File: config.mk
export PLATFORM = sky130hd
export DESIGN_NAME = selective_repeat_send_window_core
export DESIGN_NICKNAME = d
export VERILOG_FILES = /design/src/rtl/srsw_pkg.sv /design/src/rtl/srsw_mem.sv /design/src/rtl/selective_repeat_send_window_core.sv
export SDC_FILE = /design/constraint.sdc
export NUM_CORES = 1
export LEC_CHECK = 0
export ABC_AREA = 1
export BUFFER_PORTS_ARGS = -buffer_cell sky130_fd_sc_hd__buf_2
export CAP_MARGIN = 0
export CORE_ASPECT_RATIO = 1.75
export CORE_MARGIN = 2
export CORE_UTILIZATION = 50
export CTS_CLUSTER_DIAMETER = 50
export DETAILED_ROUTE_END_ITERATION = 12
export GPL_TIMING_DRIVEN = 0
export PLACE_DENSITY = 0.71
export SKIP_LAST_GASP = 1
export SYNTH_ARGS = -nofsm -noshare
export SYNTH_HDL_FRONTEND = slang
export SYNTH_SLANG_ARGS = --single-unit
File: constraint.sdc
create_clock -name clk -period 9.5 [get_ports clk]
set_input_delay 0.475 -clock clk [delete_from_list [all_inputs] [get_ports clk]]
set_output_delay 0.475 -clock clk [all_outputs]
set_load 0.02 [all_outputs]
File: src/rtl/srsw_pkg.sv
package srsw_pkg;

  localparam int RES_MAX     = 16;
  localparam int WIN_MAX_DEF = 16;

  localparam int SEQ_W   = 32;
  localparam int CNT_W   = 5;
  localparam int AGE_W   = 8;
  localparam int RETX_W  = 4;
  localparam int WSIZE_W = 5;
  localparam int TMO_W   = 8;
  localparam int EV_W    = 3;
  localparam int MODE_W  = 2;
  localparam int ADDR_W  = 4;
  localparam int DATA_W  = 32;

  localparam logic [WSIZE_W-1:0] WSIZE_RST = 5'd4;
  localparam logic [TMO_W-1:0]   TMO_RST   = 8'd3;
  localparam logic [RETX_W-1:0]  MAXR_RST  = 4'd5;
  localparam logic [SEQ_W-1:0]   START_RST = 32'd1;

  typedef enum logic [MODE_W-1:0] {
    MODE_SEND = 2'd0,
    MODE_ACK  = 2'd1,
    MODE_TICK = 2'd2,
    MODE_NONE = 2'd3
  } srsw_mode_t;

  typedef enum logic [EV_W-1:0] {
    EV_NONE = 3'd0,
    EV_SENT = 3'd1,
    EV_RETX = 3'd2,
    EV_FAIL = 3'd3,
    EV_FULL = 3'd4
  } srsw_ev_t;

  typedef enum logic [1:0] {
    REG_WSIZE = 2'd0,
    REG_TMO   = 2'd1,
    REG_MAXR  = 2'd2,
    REG_START = 2'd3
  } srsw_reg_t;

  typedef enum logic [2:0] {
    S_IDLE,
    S_ACK_RD,
    S_ACK_WR,
    S_SLIDE_RD,
    S_SLIDE_CHK,
    S_TICK_RD,
    S_TICK_EV,
    S_FINAL
  } srsw_state_t;

  typedef struct packed {
    logic              acked;
    logic [AGE_W-1:0]  age;
    logic [RETX_W-1:0] retx;
  } srsw_entry_t;

endpackage

File: src/rtl/srsw_mem.sv
module srsw_mem #(
  parameter int DEPTH  = srsw_pkg::WIN_MAX_DEF,
  parameter int IDX_W  = $clog2(DEPTH)
) (
  input  logic                  clk,
  input  logic                  we,
  input  logic [IDX_W-1:0]      waddr,
  input  srsw_pkg::srsw_entry_t wdata,
  input  logic                  re,
  input  logic [IDX_W-1:0]      raddr,
  output srsw_pkg::srsw_entry_t rdata
);

  srsw_pkg::srsw_entry_t mem_r [DEPTH];
  srsw_pkg::srsw_entry_t rdata_r;

  always_ff @(posedge clk) begin
    if (we) begin
      mem_r[waddr] <= wdata;
    end
    if (re) begin
      rdata_r <= mem_r[raddr];
    end
  end

  assign rdata = rdata_r;

endmodule

File: src/rtl/selective_repeat_send_window_core.sv
// From accept to the output register: send, full and unused mode go to the final state; tick
// reads and updates each outstanding packet; ack does a lookup, a write when it marks a packet,
// a read and check per packet the base slides over, a read and check of the new head (only the
// read step once empty) and the final state. in_ready is high only while the sequencer is idle;
// each stall on a waiting word lengthens the item. rst_n (synchronous) clears control state
// and registers; the entry memory is not cleared, as an entry is written on admission.
module selective_repeat_send_window_core #(
  parameter int WIN_MAX = srsw_pkg::WIN_MAX_DEF
) (
  input  logic                          clk,
  input  logic                          rst_n,

  input  logic                          in_valid,
  output logic                          in_ready,
  input  logic [srsw_pkg::MODE_W-1:0]   in_mode,
  input  logic [srsw_pkg::SEQ_W-1:0]    in_ack_number,

  output logic                          out_valid,
  input  logic                          out_ready,
  output logic [srsw_pkg::EV_W-1:0]     out_event_res,
  output logic [srsw_pkg::SEQ_W-1:0]    out_packet_seq,
  output logic                          out_last,
  output logic [srsw_pkg::SEQ_W-1:0]    out_window_base,
  output logic [srsw_pkg::SEQ_W-1:0]    out_next_number,
  output logic                          out_window_empty,

  input  logic                          psel,
  input  logic                          penable,
  input  logic                          pwrite,
  input  logic [srsw_pkg::ADDR_W-1:0]   paddr,
  input  logic [srsw_pkg::DATA_W-1:0]   pwdata,
  output logic [srsw_pkg::DATA_W-1:0]   prdata,
  output logic                          pready
);

  localparam int IDX_W = $clog2(WIN_MAX);
  localparam int LIM   = (WIN_MAX < srsw_pkg::RES_MAX) ? WIN_MAX : srsw_pkg::RES_MAX;
  localparam int SEQ_W = srsw_pkg::SEQ_W;
  localparam int CNT_W = srsw_pkg::CNT_W;

  function automatic logic [IDX_W-1:0] idx_add(input logic [IDX_W-1:0] a,
                                               input logic [IDX_W-1:0] b);
    logic [IDX_W:0] s;
    s = {1'b0, a} + {1'b0, b};
    if (s >= (IDX_W+1)'(WIN_MAX)) s = s - (IDX_W+1)'(WIN_MAX);
    return s[IDX_W-1:0];
  endfunction

  srsw_pkg::srsw_state_t state_r, state_nxt;

  logic [SEQ_W-1:0]               base_r, base_nxt;
  logic [SEQ_W-1:0]               next_r, next_nxt;
  logic [CNT_W-1:0]               cnt_r, cnt_nxt;
  logic [IDX_W-1:0]               head_r, head_nxt;
  logic [IDX_W-1:0]               ptr_r, ptr_nxt;
  logic [CNT_W-1:0]               idx_r, idx_nxt;
  logic [SEQ_W-1:0]               ack_r, ack_nxt;
  logic [IDX_W-1:0]               ack_idx_r, ack_idx_nxt;
  logic                           pend_valid_r, pend_valid_nxt;
  srsw_pkg::srsw_ev_t             pend_ev_r, pend_ev_nxt;
  logic [SEQ_W-1:0]               pend_seq_r, pend_seq_nxt;

  logic                           out_valid_r, out_valid_nxt;
  srsw_pkg::srsw_ev_t             out_ev_r, out_ev_nxt;
  logic [SEQ_W-1:0]               out_seq_r, out_seq_nxt;
  logic                           out_last_r, out_last_nxt;
  logic [SEQ_W-1:0]               out_base_r, out_base_nxt;
  logic [SEQ_W-1:0]               out_next_r, out_next_nxt;
  logic                           out_empty_r, out_empty_nxt;

  logic [srsw_pkg::WSIZE_W-1:0]   wsize_r, wsize_nxt;
  logic [srsw_pkg::TMO_W-1:0]     tmo_r, tmo_nxt;
  logic [srsw_pkg::RETX_W-1:0]    maxr_r, maxr_nxt;
  logic [SEQ_W-1:0]               start_r, start_nxt;

  logic                           mem_we, mem_re;
  logic [IDX_W-1:0]               mem_waddr, mem_raddr;
  srsw_pkg::srsw_entry_t          mem_wdata, ent;

  logic                           in_fire, slot_free, cfg_wr;
  logic [SEQ_W-1:0]               off;
  logic                           ack_hit, send_ok;
  logic [srsw_pkg::AGE_W-1:0]     age_inc;
  logic [srsw_pkg::RETX_W-1:0]    retx_inc;
  logic                           timed, failed, tick_hit, tick_go, idx_last;
  logic                           out_load, ld_last;
  srsw_pkg::srsw_ev_t             ld_ev;
  logic [SEQ_W-1:0]               ld_seq;

  srsw_mem #(
    .DEPTH (WIN_MAX),
    .IDX_W (IDX_W)
  ) u_mem (
    .clk   (clk),
    .we    (mem_we),
    .waddr (mem_waddr),
    .wdata (mem_wdata),
    .re    (mem_re),
    .raddr (mem_raddr),
    .rdata (ent)
  );

  assign in_ready  = (state_r == srsw_pkg::S_IDLE);
  assign in_fire   = in_valid & in_ready;
  assign slot_free = ~out_valid_r | out_ready;
  assign cfg_wr    = psel & penable & pwrite;
  assign pready    = 1'b1;

  assign off      = ack_r - base_r;
  assign ack_hit  = off < SEQ_W'(cnt_r);
  assign send_ok  = (cnt_r < wsize_r) && (cnt_r < CNT_W'(LIM));
  assign age_inc  = (ent.age == '1) ? ent.age : ent.age + 1'b1;
  assign retx_inc = (ent.retx == '1) ? ent.retx : ent.retx + 1'b1;
  assign timed    = age_inc > tmo_r;
  assign failed   = ent.retx > maxr_r;
  assign tick_hit = ~ent.acked & timed;
  assign tick_go  = ~(tick_hit & pend_valid_r & ~slot_free);
  assign idx_last = (CNT_W'(idx_r + 1'b1) == cnt_r);

  // next state
  always_comb begin
    state_nxt = state_r;
    unique case (state_r)
      srsw_pkg::S_IDLE: begin
        if (in_fire) begin
          unique case (srsw_pkg::srsw_mode_t'(in_mode))
            srsw_pkg::MODE_ACK:  state_nxt = srsw_pkg::S_ACK_RD;
            srsw_pkg::MODE_TICK: state_nxt = (cnt_r == '0) ? srsw_pkg::S_FINAL
                                                           : srsw_pkg::S_TICK_RD;
            srsw_pkg::MODE_SEND,
            srsw_pkg::MODE_NONE: state_nxt = srsw_pkg::S_FINAL;
            default:             state_nxt = srsw_pkg::S_FINAL;
          endcase
        end
      end
      srsw_pkg::S_ACK_RD:    state_nxt = ack_hit ? srsw_pkg::S_ACK_WR : srsw_pkg::S_SLIDE_RD;
      srsw_pkg::S_ACK_WR:    state_nxt = srsw_pkg::S_SLIDE_RD;
      srsw_pkg::S_SLIDE_RD:  state_nxt = (cnt_r == '0) ? srsw_pkg::S_FINAL
                                                       : srsw_pkg::S_SLIDE_CHK;
      srsw_pkg::S_SLIDE_CHK: state_nxt = ent.acked ? srsw_pkg::S_SLIDE_RD : srsw_pkg::S_FINAL;
      srsw_pkg::S_TICK_RD:   state_nxt = srsw_pkg::S_TICK_EV;
      srsw_pkg::S_TICK_EV: begin
        if (tick_go) begin
          state_nxt = idx_last ? srsw_pkg::S_FINAL : srsw_pkg::S_TICK_RD;
        end
      end
      srsw_pkg::S_FINAL:     state_nxt = slot_free ? srsw_pkg::S_IDLE : srsw_pkg::S_FINAL;
      default:               state_nxt = srsw_pkg::S_IDLE;
    endcase
  end

  // datapath and outputs
  always_comb begin
    base_nxt       = base_r;
    next_nxt       = next_r;
    cnt_nxt        = cnt_r;
    head_nxt       = head_r;
    ptr_nxt        = ptr_r;
    idx_nxt        = idx_r;
    ack_nxt        = ack_r;
    ack_idx_nxt    = ack_idx_r;
    pend_valid_nxt = pend_valid_r;
    pend_ev_nxt    = pend_ev_r;
    pend_seq_nxt   = pend_seq_r;
    wsize_nxt      = wsize_r;
    tmo_nxt        = tmo_r;
    maxr_nxt       = maxr_r;
    start_nxt      = start_r;
    mem_we         = 1'b0;
    mem_waddr      = '0;
    mem_wdata      = '0;
    mem_re         = 1'b0;
    mem_raddr      = '0;
    out_load       = 1'b0;
    ld_ev          = srsw_pkg::EV_NONE;
    ld_seq         = base_r;
    ld_last        = 1'b0;

    unique case (state_r)
      srsw_pkg::S_IDLE: begin
        if (in_fire) begin
          ack_nxt        = in_ack_number;
          pend_valid_nxt = 1'b0;
          ptr_nxt        = head_r;
          idx_nxt        = '0;
          unique case (srsw_pkg::srsw_mode_t'(in_mode))
            srsw_pkg::MODE_SEND: begin
              pend_valid_nxt = 1'b1;
              pend_seq_nxt   = next_r;
              if (send_ok) begin
                mem_we      = 1'b1;
                mem_waddr   = idx_add(head_r, IDX_W'(cnt_r));
                next_nxt    = next_r + 1'b1;
                cnt_nxt     = cnt_r + 1'b1;
                pend_ev_nxt = srsw_pkg::EV_SENT;
              end else begin
                pend_ev_nxt = srsw_pkg::EV_FULL;
              end
            end
            srsw_pkg::MODE_ACK: begin
              pend_valid_nxt = 1'b1;
              pend_ev_nxt    = srsw_pkg::EV_NONE;
              pend_seq_nxt   = in_ack_number;
            end
            srsw_pkg::MODE_TICK,
            srsw_pkg::MODE_NONE: begin
              pend_valid_nxt = 1'b0;
            end
            default: begin
              pend_valid_nxt = 1'b0;
            end
          endcase
        end
      end
      srsw_pkg::S_ACK_RD: begin
        if (ack_hit) begin
          mem_re      = 1'b1;
          mem_raddr   = idx_add(head_r, off[IDX_W-1:0]);
          ack_idx_nxt = mem_raddr;
        end
      end
      srsw_pkg::S_ACK_WR: begin
        mem_we          = 1'b1;
        mem_waddr       = ack_idx_r;
        mem_wdata       = ent;
        mem_wdata.acked = 1'b1;
      end
      srsw_pkg::S_SLIDE_RD: begin
        if (cnt_r != '0) begin
          mem_re    = 1'b1;
          mem_raddr = head_r;
        end
      end
      srsw_pkg::S_SLIDE_CHK: begin
        if (ent.acked) begin
          head_nxt = idx_add(head_r, IDX_W'(1));
          base_nxt = base_r + 1'b1;
          cnt_nxt  = cnt_r - 1'b1;
        end
      end
      srsw_pkg::S_TICK_RD: begin
        mem_re    = 1'b1;
        mem_raddr = ptr_r;
      end
      srsw_pkg::S_TICK_EV: begin
        if (tick_go) begin
          ptr_nxt = idx_add(ptr_r, IDX_W'(1));
          idx_nxt = idx_r + 1'b1;
          if (!ent.acked) begin
            mem_we          = 1'b1;
            mem_waddr       = ptr_r;
            mem_wdata.acked = 1'b0;
            if (timed && !failed) begin
              mem_wdata.age  = '0;
              mem_wdata.retx = retx_inc;
            end else begin
              mem_wdata.age  = age_inc;
              mem_wdata.retx = ent.retx;
            end
          end
          if (tick_hit) begin
            if (pend_valid_r) begin
              out_load = 1'b1;
              ld_ev    = pend_ev_r;
              ld_seq   = pend_seq_r;
            end
            pend_valid_nxt = 1'b1;
            pend_ev_nxt    = failed ? srsw_pkg::EV_FAIL : srsw_pkg::EV_RETX;
            pend_seq_nxt   = base_r + SEQ_W'(idx_r);
          end
        end
      end
      srsw_pkg::S_FINAL: begin
        if (slot_free) begin
          out_load       = 1'b1;
          ld_last        = 1'b1;
          pend_valid_nxt = 1'b0;
          if (pend_valid_r) begin
            ld_ev  = pend_ev_r;
            ld_seq = pend_seq_r;
          end
        end
      end
      default: begin
        pend_valid_nxt = 1'b0;
      end
    endcase

    if (cfg_wr) begin
      unique case (srsw_pkg::srsw_reg_t'(paddr[3:2]))
        srsw_pkg::REG_WSIZE: wsize_nxt = pwdata[srsw_pkg::WSIZE_W-1:0];
        srsw_pkg::REG_TMO:   tmo_nxt   = pwdata[srsw_pkg::TMO_W-1:0];
        srsw_pkg::REG_MAXR:  maxr_nxt  = pwdata[srsw_pkg::RETX_W-1:0];
        srsw_pkg::REG_START: begin
          start_nxt = pwdata;
          base_nxt  = pwdata;
          next_nxt  = pwdata;
          cnt_nxt   = '0;
          head_nxt  = '0;
        end
        default: start_nxt = start_r;
      endcase
    end
  end

  always_comb begin
    out_valid_nxt = out_valid_r;
    out_ev_nxt    = out_ev_r;
    out_seq_nxt   = out_seq_r;
    out_last_nxt  = out_last_r;
    out_base_nxt  = out_base_r;
    out_next_nxt  = out_next_r;
    out_empty_nxt = out_empty_r;
    if (out_load) begin
      out_valid_nxt = 1'b1;
      out_ev_nxt    = ld_ev;
      out_seq_nxt   = ld_seq;
      out_last_nxt  = ld_last;
      out_base_nxt  = base_r;
      out_next_nxt  = next_r;
      out_empty_nxt = (cnt_r == '0);
    end else if (out_ready) begin
      out_valid_nxt = 1'b0;
    end
  end

  always_comb begin
    unique case (srsw_pkg::srsw_reg_t'(paddr[3:2]))
      srsw_pkg::REG_WSIZE: prdata = srsw_pkg::DATA_W'(wsize_r);
      srsw_pkg::REG_TMO:   prdata = srsw_pkg::DATA_W'(tmo_r);
      srsw_pkg::REG_MAXR:  prdata = srsw_pkg::DATA_W'(maxr_r);
      srsw_pkg::REG_START: prdata = start_r;
      default:             prdata = '0;
    endcase
  end

  always_ff @(posedge clk) begin
    if (!rst_n) begin
      state_r      <= srsw_pkg::S_IDLE;
      base_r       <= srsw_pkg::START_RST;
      next_r       <= srsw_pkg::START_RST;
      cnt_r        <= '0;
      head_r       <= '0;
      ptr_r        <= '0;
      idx_r        <= '0;
      pend_valid_r <= 1'b0;
      out_valid_r  <= 1'b0;
      wsize_r      <= srsw_pkg::WSIZE_RST;
      tmo_r        <= srsw_pkg::TMO_RST;
      maxr_r       <= srsw_pkg::MAXR_RST;
      start_r      <= srsw_pkg::START_RST;
    end else begin
      state_r      <= state_nxt;
      base_r       <= base_nxt;
      next_r       <= next_nxt;
      cnt_r        <= cnt_nxt;
      head_r       <= head_nxt;
      ptr_r        <= ptr_nxt;
      idx_r        <= idx_nxt;
      pend_valid_r <= pend_valid_nxt;
      out_valid_r  <= out_valid_nxt;
      wsize_r      <= wsize_nxt;
      tmo_r        <= tmo_nxt;
      maxr_r       <= maxr_nxt;
      start_r      <= start_nxt;
    end
  end

  always_ff @(posedge clk) begin
    ack_r       <= ack_nxt;
    ack_idx_r   <= ack_idx_nxt;
    pend_ev_r   <= pend_ev_nxt;
    pend_seq_r  <= pend_seq_nxt;
    out_ev_r    <= out_ev_nxt;
    out_seq_r   <= out_seq_nxt;
    out_last_r  <= out_last_nxt;
    out_base_r  <= out_base_nxt;
    out_next_r  <= out_next_nxt;
    out_empty_r <= out_empty_nxt;
  end

  assign out_valid        = out_valid_r;
  assign out_event_res    = out_ev_r;
  assign out_packet_seq   = out_seq_r;
  assign out_last         = out_last_r;
  assign out_window_base  = out_base_r;
  assign out_next_number  = out_next_r;
  assign out_window_empty = out_empty_r;

  a_cnt_track: assert property (@(posedge clk) disable iff (!rst_n)
    (next_r - base_r) == SEQ_W'(cnt_r))
    else $error("outstanding count out of step with base and next");

  a_cnt_lim: assert property (@(posedge clk) disable iff (!rst_n)
    cnt_r <= CNT_W'(LIM))
    else $error("outstanding count beyond window limit");

  a_idle_no_pend: assert property (@(posedge clk) disable iff (!rst_n)
    (state_r == srsw_pkg::S_IDLE) |-> !pend_valid_r)
    else $error("pending word left over when idle");

  a_mem_port: assert property (@(posedge clk) disable iff (!rst_n)
    (mem_we && mem_re) |-> (mem_waddr != mem_raddr))
    else $error("entry memory read and write collide");

  a_head_range: assert property (@(posedge clk) disable iff (!rst_n)
    {1'b0, head_r} < (IDX_W+1)'(WIN_MAX))
    else $error("head pointer beyond window depth");

endmodule
==> results.md <==
- The worst supply voltage drop on vdd is between 0.00015 and 0.0002 V.
- The count of hold buffers inserted by post-cts repair is 0.
- The area taken by multi-input logic gates is 11000 um2.
- The core outline area is between 50000 and 60000 um2.
- For this run, the detailed router's first-pass iteration total came to 7.
- The fraction of synthesis flops using an asynchronous set or reset pin is 0%.
- The routed design could run at a clock period as short as 5.67 ns.
- The analysis attributes to cell leakage a power of 0.0134 uW.
- Setup slack on the worst reg-to-reg path comes out at approximately 3.8 ns.
- The critical path is of the register to register type.
- TritonCTS built the clock tree.
- The area after detailed placement is 30200 um2.
- Counting instances, the worst hold path has a depth of 1.
- From synthesis to final layout, the design area changed by 13.8%.
- When the netlist entered floorplanning its net count stood at 3498.
- The H-tree depth is 2.
- The via count of the first global-routing pass is 24700.
- Gates resized during post-CTS repair numbered 0.
- For hold timing, the worst endpoint is ack_r[31].
- The routed wire length is 105 mm.
- The run finished with clean final reports.
- After layout, the worst path uses 59.7% of the clock period.
- The sum of overflow across all layers after global routing is 0.
- The Yosys step of the flow raised 0 warnings.
- Counting flops with a built-in enable in the synthesized netlist gives 393.
- Once detail routing completed, the nets flagged for antenna violations numbered 0.
- The layout has slightly above 5000 filler cells.
- For the final routed database, the setup TNS stands at 0 ns.
- Setup repair after global routing left no endpoint under its margin.
- The height of the chip is 317 um.
- The clock passes through at most 3 buffers.
- At the pin with the least slew margin, the transition time is between 1 and 1.5 ns.
- The number of standard cells after synthesis is approximately 3300.
- The total track usage is 35.9%.
- The kind of start point of the critical path is a register.
- The total count of hold-check failures in the final report is 0.
- The total chip power is ~7000 uW.
- In the synthesized netlist the dominant register cell turns out to be sky130_fd_sc_hd__edfxtp_1.
- The clock transition at the register clock pins on the worst setup and hold paths after CTS is 0.07 ns.
- Across the whole layout, storage elements account for 14500 um2.
- The finished cells cover 31900 um2.
- For this run, the post-layout net count is about 3800.
- At the end of routability-driven placement, the weighted congestion stood at 1.06.
- Of all nets on the critical path, the largest fanout is 13.
- The initial antenna violation count came to 10.
- After detailed routing, the number of vias per cell comes to 5.77.
- The final-report max-slew violation count was 0.
- The min-delay analysis places its worst path in the category primary input to register.
- The global-route wire length before repair is between 150 and 200 mm.
- The clock latency on the worst-skew pair is 0.63 ns.
- The source of the worst hold timing path is in_ack_number[31].
- The average wire length per cell after detail routing is approximately 24 um.
- The register bit count reported by yosys is around 530.
- The data arrival time of the critical path is 5.89 ns.
- Entering global routing, the biggest net connects 34 pins.
- The portion of the post-synthesis area used by sequential elements is 51.8%.
- Buffers inserted during clock tree synthesis total 51.
- The endpoint identified for the worst register-to-register timing path is u_mem.mem_r[6][7].
- The number of sinks handled by clock tree synthesis is 529.
- In the post-synthesis netlist, the biggest area contributors are sky130_fd_sc_hd__edfxtp_1, sky130_fd_sc_hd__nand2_1, sky130_fd_sc_hd__dfxtp_1.
- The count of different cell masters after synthesis is 57.
- The achievable clock frequency is 176 MHz.
- The die span in x is 183 um.
- Post-CTS timing repair inserted 0 buffers for setup.
- The iteration-0 DRC count of the detailed router is 2104.
- Input and output buffers added on the ports amount to ~210.
- The cell area power density is 220 nW/um2.
- The via count of the routed design is 25200.
- Measured against its own limit, the worst slew margin works out to between 10% and 20%.
- The share of layout cells above drive strength 1 is 10.0%.
- The start point of the critical path is u_mem.rdata[4].
- The remaining design rule violation count is 0.
- In this run the critical register-to-register path is launched from u_mem.rdata[4].
- The maximum clock skew at final layout is 0.0289 ns.
- The root buffer cell chosen for the clock tree is sky130_fd_sc_hd__clkbuf_16.
- The setup violation total in the final timing report is 0.
- Across the run, the number of max-cap violations was 0.
- At the worst endpoint, the required time is 9.73 ns.
- The estimated wirelength of the detail-placed design is 83.7 mm.
- The fraction of post-synthesis cell area in the top cell type by area is 42.1%.
- After synthesis, the mean cell area works out to ~8.4 um2.
- Counting cells, the worst reg-to-reg path comes to 23.
- The kind of end point of the critical path is a register.
- The boundary pin count is 213.
- The effective utilization at floorplan is 50.6%.
- The netlist area before placement is around 28000 um2.
- The die area is 58000 um2.
- The floorplan has 114 rows.
- The cell taking the most area after synthesis is sky130_fd_sc_hd__edfxtp_1.
-- kinds of logic after synthesis --
logic type / after synthesis / synth area share [%]
simple gates: 1528 / 23.8
buf+inv: 662 / 9.08
flops: 529 / 51.8
compound gates: 478 / 9.65
fa+ha+maj: 79 / 3.63
xor+xnor: 63 / 1.97
mux: 2 / 0.0714
other cells: 1 / 0.0134
-- power breakdown --
part	internal [uW]	switching, uW
Sequential	2870	121
Combinational	530	1390
Clock	1180	928
Total	4580	2440
-- placed cells by master (no fill, tap or decap), types with 6 or more instances in the layout --
master                      Yosys  routed
sky130_fd_sc_hd__o21ai_2        0       7
sky130_fd_sc_hd__xnor2_1       12      12
sky130_fd_sc_hd__o22ai_1        6       6
sky130_fd_sc_hd__a21oi_1      113     113
sky130_fd_sc_hd__buf_1         15      15
sky130_fd_sc_hd__nor3_1        40      40
sky130_fd_sc_hd__nor2_1       240     238
sky130_fd_sc_hd__buf_8          0       8
sky130_fd_sc_hd__o31ai_1       13      12
sky130_fd_sc_hd__nand3b_1      53      53
sky130_fd_sc_hd__and2_1         6       6
sky130_fd_sc_hd__o21ai_0      264     256
sky130_fd_sc_hd__dfxtp_1      136     136
sky130_fd_sc_hd__nand4_1       39      39
sky130_fd_sc_hd__ha_1          75      75
sky130_fd_sc_hd__o211ai_1       9       9
sky130_fd_sc_hd__edfxtp_1     393     393
sky130_fd_sc_hd__buf_2         21     230
sky130_fd_sc_hd__clkinv_1       5      13
sky130_fd_sc_hd__buf_4          9      11
sky130_fd_sc_hd__clkbuf_16      0      56
sky130_fd_sc_hd__o221ai_1      36      36
sky130_fd_sc_hd__inv_2         12      13
sky130_fd_sc_hd__a31oi_1       10      10
sky130_fd_sc_hd__clkbuf_1      73      82
sky130_fd_sc_hd__nand2_1      748     748
sky130_fd_sc_hd__inv_1        527     528
sky130_fd_sc_hd__xor2_1        51      51
sky130_fd_sc_hd__nand3_1      370     370
sky130_fd_sc_hd__nor4_1        15      15
-- routing by layer --
metal | up-vias | global-route usage, % | share of wire [%]
met5 | - | 0 | 0.039
met4 | 8 | 35.6 | 12
met3 | 519 | 6.21 | 6.5
met2 | 1247 | 64.9 | 51
met1 | 11700 | 33.3 | 31
li1 | 11700 | - | -
-- synth_stat cells (40+ instances only) --
master                     instances
sky130_fd_sc_hd__clkbuf_1         73
sky130_fd_sc_hd__nand3_1         370
sky130_fd_sc_hd__o21ai_0         264
sky130_fd_sc_hd__nand3b_1         53
sky130_fd_sc_hd__a21oi_1         113
sky130_fd_sc_hd__nor2_1          240
sky130_fd_sc_hd__nor3_1           40
sky130_fd_sc_hd__nand2_1         748
sky130_fd_sc_hd__xor2_1           51
sky130_fd_sc_hd__inv_1           527
sky130_fd_sc_hd__dfxtp_1         136
sky130_fd_sc_hd__ha_1             75
sky130_fd_sc_hd__edfxtp_1        393
-- state kept, by name, summed over array words and instances (netlist names), 5 cells and up --
| name | count |
|---|---|
| pend_seq_r | 32 |
| out_next_number | 32 |
| ack_r | 32 |
| wsize_r | 5 |
| out_packet_seq | 32 |
| u_mem.rdata | 13 |
| idx_r | 5 |
| next_r | 32 |
| tmo_r | 8 |
| start_r | 32 |
| u_mem.mem_r | 208 |
| base_r | 32 |
| cnt_r | 5 |
| out_window_base | 32 |
-- metrics by stage --
step	hold slack (ns)	cells	utilization (%)	setup WS, ns
after global placement	0.419	4247	54.1	-0.0481
after detailed placement	0.423	4259	54.5	3.87
after CTS	0.0513	4354	57.6	3.83
final	0.0600	4359	57.6	3.83
after floorplan	0.408	3342	-	2.47
after global routing	0.0580	4356	57.6	3.40
-- final cells by class --
class / count / share of cell area (%)
tap: 696 / 2.73
inverter: 544 / 6.40
clock buffer: 68 / 4.61
timing repair buffer: 221 / 3.80
buffer: 118 / 1.58
multi-input combinational: 2151 / 34.5
clock inverter: 27 / 0.788
antenna: 5 / 0.0392
sequential: 529 / 45.5
-- worst max path at each step --
stage / depth (start not counted) / to
finish: 23 / u_mem.mem_r[6][7]
global route: 23 / u_mem.mem_r[6][10]
CTS: 23 / u_mem.mem_r[6][7]
detailed placement: 23 / u_mem.mem_r[6][5]
global placement: 16 / out_window_base[12]
floorplan: 16 / out_event_res[0]
-- critical path, cell delays in order (launching register included) --
cell	delay (ns)
sky130_fd_sc_hd__edfxtp_1	0.45
sky130_fd_sc_hd__ha_1	0.29
sky130_fd_sc_hd__nand3_1	0.11
sky130_fd_sc_hd__nor2_1	0.06
sky130_fd_sc_hd__nand2_1	0.21
sky130_fd_sc_hd__nand2_1	0.14
sky130_fd_sc_hd__nor2_1	0.15
sky130_fd_sc_hd__xor2_1	0.12
sky130_fd_sc_hd__ha_1	0.29
sky130_fd_sc_hd__nand2_1	0.05
sky130_fd_sc_hd__nor2_1	0.14
sky130_fd_sc_hd__nand2_1	0.08
sky130_fd_sc_hd__o211ai_1	0.16
sky130_fd_sc_hd__nand2_1	0.19
sky130_fd_sc_hd__nor2_1	0.25
sky130_fd_sc_hd__nand2_1	0.15
sky130_fd_sc_hd__nor2_1	0.20
sky130_fd_sc_hd__nor2_1	0.15
sky130_fd_sc_hd__nand2_1	0.29
sky130_fd_sc_hd__inv_1	0.14
sky130_fd_sc_hd__nand2_1	0.08
sky130_fd_sc_hd__o221ai_1	0.17
sky130_fd_sc_hd__or2_2	0.42
sky130_fd_sc_hd__nor2_1	0.97
Note: power is estimated with default switching activity, not from simulation.
